$ cat src/sv/fnv1a_bucket_index_unit_macros.svh
// Assertion macros used by the hash unit controller.
`ifndef FNV1A_BUCKET_INDEX_UNIT_MACROS_SVH
`define FNV1A_BUCKET_INDEX_UNIT_MACROS_SVH

// Same-cycle implication, clocked on clk, disabled during reset.
`define FNVBI_ASSERT_IMP(label, cond, prop, msg) \
	label: assert property (@(posedge clk) disable iff (!arst_n) (cond) |-> (prop)) \
		else $error(msg);

// Next-cycle implication, clocked on clk, disabled during reset.
`define FNVBI_ASSERT_NXT(label, cond, prop, msg) \
	label: assert property (@(posedge clk) disable iff (!arst_n) (cond) |=> (prop)) \
		else $error(msg);

`endif

$ cat src/sv/fnvbi_pkg.sv
// Types and constants shared by the FNV-1a bucket index unit.
`timescale 1ns / 1ps

package fnvbi_pkg;

	localparam int HashWidth  = 64;
	localparam int CountWidth = 32;
	localparam int ByteWidth  = 8;
	localparam int DivSteps   = HashWidth;
	localparam int StepBits   = $clog2(DivSteps);

	localparam logic [HashWidth-1:0]  FnvBasis   = 64'hCBF2_9CE4_8422_2325;
	localparam logic [CountWidth-1:0] CountReset = 32'd1021;
	localparam logic [StepBits-1:0]   LastStep   = StepBits'(DivSteps - 1);

	typedef enum logic [2:0] {
		ST_ACCEPT = 3'b001,
		ST_DIVIDE = 3'b010,
		ST_FINISH = 3'b100
	} state_t;

	typedef struct packed {
		logic hash_upd;
		logic div_start;
		logic div_step;
		logic out_load;
	} cmd_t;

	typedef struct packed {
		logic div_done;
	} status_t;

endpackage

$ cat src/sv/fnvbi_dp.sv
// Datapath: running hash, constant multiply, restoring divider, output registers.
`timescale 1ns / 1ps

module fnvbi_dp (
	input  logic                               clk,
	input  logic                               arst_n,
	input  logic [fnvbi_pkg::ByteWidth-1:0]    key_byte,
	input  logic                               last_byte,
	input  logic                               bucket_count_we,
	input  logic [fnvbi_pkg::CountWidth-1:0]   bucket_count_wdata,
	input  fnvbi_pkg::cmd_t                    cmd,
	output fnvbi_pkg::status_t                 status,
	output logic [fnvbi_pkg::CountWidth-1:0]   bucket_index,
	output logic [fnvbi_pkg::HashWidth-1:0]    full_hash
);

	logic [fnvbi_pkg::HashWidth-1:0]  hash_q;
	logic [fnvbi_pkg::HashWidth-1:0]  fh_q;
	logic [fnvbi_pkg::HashWidth-1:0]  dq_q;
	logic [fnvbi_pkg::CountWidth-1:0] rem_q;
	logic [fnvbi_pkg::CountWidth-1:0] count_q;
	logic [fnvbi_pkg::StepBits-1:0]   step_q;
	logic [fnvbi_pkg::CountWidth-1:0] index_q;
	logic [fnvbi_pkg::HashWidth-1:0]  out_hash_q;

	logic [fnvbi_pkg::HashWidth-1:0]  h_mix;
	logic [fnvbi_pkg::HashWidth-1:0]  h_next;
	logic [fnvbi_pkg::CountWidth:0]   trial;
	logic [fnvbi_pkg::CountWidth:0]   diff;
	logic                             ge;
	logic [fnvbi_pkg::CountWidth-1:0] rem_next;

	// prime = 2^40 + 2^8 + 0xb3, applied as shift-adds
	assign h_mix  = hash_q ^ {{(fnvbi_pkg::HashWidth - fnvbi_pkg::ByteWidth){1'b0}}, key_byte};
	assign h_next = (h_mix << 40) + (h_mix << 8) + (h_mix << 7) + (h_mix << 5)
			+ (h_mix << 4) + (h_mix << 1) + h_mix;

	assign trial    = {rem_q, dq_q[fnvbi_pkg::HashWidth-1]};
	assign diff     = trial - {1'b0, count_q};
	assign ge       = (trial >= {1'b0, count_q});
	assign rem_next = ge ? diff[fnvbi_pkg::CountWidth-1:0] : trial[fnvbi_pkg::CountWidth-1:0];

	assign status.div_done = cmd.div_step && (step_q == fnvbi_pkg::LastStep);

	always_ff @(posedge clk or negedge arst_n) begin
		if (!arst_n) begin
			hash_q  <= fnvbi_pkg::FnvBasis;
			count_q <= fnvbi_pkg::CountReset;
			step_q  <= '0;
		end else begin
			if (bucket_count_we) begin
				count_q <= bucket_count_wdata;
			end
			if (cmd.hash_upd) begin
				hash_q <= last_byte ? fnvbi_pkg::FnvBasis : h_next;
			end
			if (cmd.div_start) begin
				step_q <= '0;
			end else if (cmd.div_step) begin
				step_q <= step_q + 1'b1;
			end
		end
	end

	always_ff @(posedge clk) begin
		if (cmd.div_start) begin
			fh_q  <= h_next;
			dq_q  <= h_next;
			rem_q <= '0;
		end else if (cmd.div_step) begin
			dq_q  <= {dq_q[fnvbi_pkg::HashWidth-2:0], 1'b0};
			rem_q <= rem_next;
		end
		if (cmd.out_load) begin
			index_q    <= (count_q == '0) ? '0 : rem_q;
			out_hash_q <= fh_q;
		end
	end

	assign bucket_index = index_q;
	assign full_hash    = out_hash_q;

endmodule

$ cat src/sv/fnvbi_ctrl.sv
// Controller: byte intake, divide sequencing and result handshake.
`timescale 1ns / 1ps
`include "fnv1a_bucket_index_unit_macros.svh"

module fnvbi_ctrl (
	input  logic               clk,
	input  logic               arst_n,
	input  logic               key_valid,
	input  logic               last_byte,
	output logic               key_stall,
	output logic               result_valid,
	input  logic               result_stall,
	input  fnvbi_pkg::status_t status,
	output fnvbi_pkg::cmd_t    cmd
);

	fnvbi_pkg::state_t state_q;
	fnvbi_pkg::state_t state_d;
	logic              out_valid_q;
	logic              key_acc;
	logic              out_free;

	assign key_stall = (state_q != fnvbi_pkg::ST_ACCEPT);
	assign key_acc   = key_valid && !key_stall;
	assign out_free  = !out_valid_q || !result_stall;

	always_comb begin
		state_d       = state_q;
		cmd.hash_upd  = 1'b0;
		cmd.div_start = 1'b0;
		cmd.div_step  = 1'b0;
		cmd.out_load  = 1'b0;
		unique case (state_q)
			fnvbi_pkg::ST_ACCEPT: begin
				cmd.hash_upd  = key_acc;
				cmd.div_start = key_acc && last_byte;
				if (key_acc && last_byte) begin
					state_d = fnvbi_pkg::ST_DIVIDE;
				end
			end
			fnvbi_pkg::ST_DIVIDE: begin
				cmd.div_step = 1'b1;
				if (status.div_done) begin
					state_d = fnvbi_pkg::ST_FINISH;
				end
			end
			fnvbi_pkg::ST_FINISH: begin
				if (out_free) begin
					cmd.out_load = 1'b1;
					state_d      = fnvbi_pkg::ST_ACCEPT;
				end
			end
			default: begin
				state_d = fnvbi_pkg::ST_ACCEPT;
			end
		endcase
	end

	always_ff @(posedge clk or negedge arst_n) begin
		if (!arst_n) begin
			state_q     <= fnvbi_pkg::ST_ACCEPT;
			out_valid_q <= 1'b0;
		end else begin
			state_q <= state_d;
			if (cmd.out_load) begin
				out_valid_q <= 1'b1;
			end else if (!result_stall) begin
				out_valid_q <= 1'b0;
			end
		end
	end

	assign result_valid = out_valid_q;

	`FNVBI_ASSERT_IMP(a_load_free, cmd.out_load, !out_valid_q || !result_stall, "result overwritten")
	`FNVBI_ASSERT_NXT(a_load_valid, cmd.out_load, result_valid, "loaded result not presented")
	`FNVBI_ASSERT_NXT(a_last_div, key_acc && last_byte, state_q == fnvbi_pkg::ST_DIVIDE, "divide not started")
	`FNVBI_ASSERT_NXT(a_div_end, status.div_done, state_q == fnvbi_pkg::ST_FINISH, "divide did not end")

endmodule

$ cat src/sv/fnv1a_bucket_index_unit.sv
// Top level of the FNV-1a 64-bit hash and bucket index unit.
// Non-final key bytes are taken one per cycle when not stalled; the hash update is a shift-add.
// A final byte starts a restoring divide by bucket_count, one quotient bit per cycle; its
// remainder is then registered as bucket_index, with result_valid, once the output is free.
// Bytes are stalled during the divide and until that load, which waits while a held result is stalled.
// Reset (arst_n low): running hash to the offset basis, bucket_count to 1021, no result pending.
`timescale 1ns / 1ps

module fnv1a_bucket_index_unit (
	input  logic                             clk,
	input  logic                             arst_n,
	input  logic                             key_valid,
	output logic                             key_stall,
	input  logic [fnvbi_pkg::ByteWidth-1:0]  key_byte,
	input  logic                             last_byte,
	output logic                             result_valid,
	input  logic                             result_stall,
	output logic [fnvbi_pkg::CountWidth-1:0] bucket_index,
	output logic [fnvbi_pkg::HashWidth-1:0]  full_hash,
	input  logic                             bucket_count_we,
	input  logic [fnvbi_pkg::CountWidth-1:0] bucket_count_wdata
);

	fnvbi_pkg::cmd_t    cmd;
	fnvbi_pkg::status_t status;

	fnvbi_ctrl u_ctrl (
		.clk          (clk),
		.arst_n       (arst_n),
		.key_valid    (key_valid),
		.last_byte    (last_byte),
		.key_stall    (key_stall),
		.result_valid (result_valid),
		.result_stall (result_stall),
		.status       (status),
		.cmd          (cmd)
	);

	fnvbi_dp u_dp (
		.clk                (clk),
		.arst_n             (arst_n),
		.key_byte           (key_byte),
		.last_byte          (last_byte),
		.bucket_count_we    (bucket_count_we),
		.bucket_count_wdata (bucket_count_wdata),
		.cmd                (cmd),
		.status             (status),
		.bucket_index       (bucket_index),
		.full_hash          (full_hash)
	);

endmodule
$ cat config.mk
export PLATFORM = sky130hd
export DESIGN_NAME = fnv1a_bucket_index_unit
export DESIGN_NICKNAME = d
export VERILOG_FILES = /design/src/sv/fnvbi_pkg.sv /design/src/sv/fnvbi_dp.sv /design/src/sv/fnvbi_ctrl.sv /design/src/sv/fnv1a_bucket_index_unit.sv
export VERILOG_INCLUDE_DIRS = /design/src /design/src/sv
export SDC_FILE = /design/constraint.sdc
export NUM_CORES = 1
export LEC_CHECK = 0
export ABC_AREA = 1
export BUFFER_PORTS_ARGS = -buffer_cell sky130_fd_sc_hd__buf_2
export CORE_MARGIN = 2
export CORE_UTILIZATION = 25
export CTS_CLUSTER_SIZE = 12
export DETAILED_ROUTE_END_ITERATION = 10
export GPL_ROUTABILITY_DRIVEN = 0
export HOLD_SLACK_MARGIN = 0.1
export PLACE_DENSITY_LB_ADDON = 0.05
export RECOVER_POWER = 50
export SYNTH_ARGS = -nofsm -noshare
export SYNTH_HDL_FRONTEND = slang
export SYNTH_HIERARCHICAL = 1
export SYNTH_SLANG_ARGS = --single-unit
$ cat constraint.sdc
create_clock -name clk -period 9.2 [get_ports clk]
set_input_delay 1.38 -clock clk [delete_from_list [all_inputs] [get_ports clk]]
set_output_delay 1.38 -clock clk [all_outputs]
set_load 0.005 [all_outputs]
==> metrics <==
DR vias=roughly 22k; IO buf count=143; global-route usage over all layers=between 15 and 20%; max cap viols=4; Final setup violation count=0; Hold Violations, Final=0; synth warn=6; Clk Latency, worst-skew pair=about 0.62 ns; status=finished with violations; reg2reg start=u_dp/hash_q[7]; Pins Over Slew Limit=204; hold buffers post-CTS=0; CTS resizes=0; TritonRoute pass-1 iters=5; core area=between 0.1 and 0.15 mm2; total clock buffers created by CTS=48; CP required=about 9.5 ns; ys flop type=edfxtp_1; I/O Pins=about 140; Synth top area share=23.7%; # Post-CTS Setup Buffers=0; Area growth, synth to finish=14.4%; critical path type=input pin to register; die width=roughly 340 um; net count after synthesis=approximately 3.9k; fillers=12.3k; crit path DAT=about 6.6 ns; Avg Synthesized Cell Area=slightly above 8 um2; Residual DRC=0; Rel. slew slack=-178%; Antenna Violating Nets Remaining=0; net count reported at finish=4,093; maximum root-to-sink buffer count=3; half-perimeter wire length after placement=just over 80,000 um; Synth area leader=edfxtp_1; CTS tree=yes; synth unique cells=45; first-pass GRT wire length=about 150,000 um; asr flop ratio synth=about 30%; initial antenna violation count=4; worst setup margin=between 2 and 3 ns; Wirelength per Cell=19.3 um; register bit total from synthesis=roughly 360; Rows=123; Crit. End Element=register; violated checks=max-capacitance violations, max-slew violations; flop2flop setup slack=between 3 and 4 ns; EDFF count, synth=224; htree depth=2; die height=341 um; Root Driver=clkbuf_16; Total Wirelength=about 100,000 um; vias in the first global route=23.1k; fin crit share=between 60% and 70%; gr ovfl total=0; R2R Path End=u_dp/fh_q[30]; via-per-instance ratio=4.16; Mapped Area=around 0.028 mm2; CP startpoint=key_byte[7]; largest net degree at the start of global routing=65; Clock Sinks=between 300 and 400; share of cells above drive strength 1=7.03%; Seq/Total Area, Yosys=between 30% and 40%; initial DRC count=between 1k and 1.5k; Fmax=between 150 and 200 MHz; pre-CTS setup slack=~2.4 ns; type of the tightest min-delay check=register to register; clock skew=between 0.01 and 0.015 ns; setup TNS=0 ns; RSZ-0062 raised after global routing=no; Register-to-Register Path Depth=14; CP Launch Type=input pin; Synth area leaders=edfxtp_1 24%, fa_1 17%, nand2_1 14%; maximum fanout along the worst path=4; Critical Path End=u_dp/fh_q[30]; clock-pin transition on the worst setup and hold timing paths=roughly 0.060 ns; Initial Util=roughly 25%; measured slew at the worst slew-check pin=4.16 ns; DIE AREA=0.116 mm2; Synth Instances=3,503; Final min period=around 6.3 ns
## layout by cell type, fill, tap and decap left out, drive strengths merged
cell	n
bufinv	8
o21bai	13
nand3b	8
o22ai	19
fa	246
inv	872
clkinvlp	3
buf	105
nand3	190
nor2	197
xor2	28
a22o	1
dfxtp	32
nand4	19
a21oi	76
diode	1
dfrtp	68
edfxtp	224
nand2	1100
o21ai	86
dfstp	38
or2	5
ha	143
and2	12
and3	6
clkbuf	118
a31oi	5
clkinv	13
mux2	1
nor3	12
a21o	2
xnor2	35
nor4	12
## cells in the mapped netlist (4+ instances only)
cell         n
dfrtp_1     68
o21bai_1    13
o22ai_1     19
ha_1       143
nand2_2      9
a21oi_1     75
nand3_2      5
buf_1        7
a31oi_1      5
nand4_1     19
nor2_2       7
nand3b_1     8
buf_2        7
xor2_2       4
clkbuf_1    35
nand2_1   1089
nor2_1     188
and2_1      12
nor4_1      11
dfxtp_1     32
inv_1      867
or2_2        4
fa_1       246
nor3_1       9
edfxtp_1   224
o21ai_0     82
o21ai_1      4
and3_1       6
nand3_1    185
dfstp_2     38
xor2_1      24
xnor2_1     35
## metal layers
metal	track usage (%)	routed length (um)	vias to the layer above
met5	0	0	-
met3	1.98	3060	94
met4	4.12	2330	0
li1	-	-	10900
met2	28.3	44900	336
met1	25.4	50200	10300
## worst min path at each step
stage | from | end | slack [ns] | cells after the start
global placement | u_dp/fh_q[63] | u_dp/full_hash[63] | 0.40 | 0
detailed placement | u_dp/fh_q[10] | u_dp/full_hash[10] | 0.40 | 0
global route | u_dp/fh_q[9] | u_dp/full_hash[9] | 0.42 | 0
CTS | u_dp/fh_q[6] | u_dp/full_hash[6] | 0.41 | 0
finish | u_dp/fh_q[6] | u_dp/full_hash[6] | 0.41 | 0
floorplan | u_dp/fh_q[0] | u_dp/full_hash[0] | 0.40 | 0
## through the flow
| stage | hold slack, ns | util, % | cells | instance area, um2 |
|---|---|---|---|---|
| after global placement | 0.401 | 27.4 | 5108 | 30900 |
| after detailed placement | 0.405 | 27.4 | 5108 | 30900 |
| after floorplan | 0.400 | - | 3503 | 28400 |
| after global routing | 0.420 | 28.8 | 5197 | 32400 |
| after CTS | 0.413 | 28.9 | 5197 | 32500 |
| final | 0.411 | 28.8 | 5198 | 32400 |
## worst max-delay path, stage by stage
cell and delay, ns:
buf_2 0.11, xnor2_1 0.67, inv_1 0.33, fa_1 0.70
fa_1 0.47, fa_1 0.49, ha_1 0.30, ha_1 0.36
nand2_1 0.12, nor2_1 0.29, nand3_1 0.15, nand3_1 0.26
nand2_1 0.11, nand3_2 0.14, xor2_1 0.69
## flip-flops by register name, summed over array words and instances, names as in the netlist
signal and flops:
u_dp/hash_q 64, u_dp/dq_q 64, u_dp/bucket_index 32, u_dp/full_hash 64, u_dp/step_q 6, u_dp/count_q 32
u_dp/fh_q 64, u_ctrl/result_valid 1, u_ctrl/state_q 3, u_dp/rem_q 32
## logic make-up (layout without fill, tap and decap cells)
kind of cell / after synthesis / count (layout) / share of synthesized area [%]
AND/OR/NAND/NOR: 1561 / 1561 / 22.5
buffers and inverters: 925 / 1119 / 12.4
adder cells (fa/ha/maj): 389 / 389 / 23.7
flip-flops: 362 / 362 / 35.5
AO/OA/AOI/OAI: 202 / 202 / 3.83
XOR/XNOR: 63 / 63 / 2.05
multiplexers: 1 / 1 / 0.0397
other: 0 / 1 / 0
## area by class of cell
class	count	area [um2]	share of cell area, %
Tap cell	1500	1880	5.78
Timing Repair Buffer	158	754	2.33
Inverter	872	3280	10.1
Sequential cell	362	10100	31.0
Antenna cell	1	2.50	0.00771
Clock buffer	65	1320	4.06
Clock inverter	24	355	1.10
Multi-Input combinational cell	2216	14800	45.6
Power is left out: the tool's default activity adds up to more than one toggle a clock period on the data nets, which glitch-free logic cannot reach.
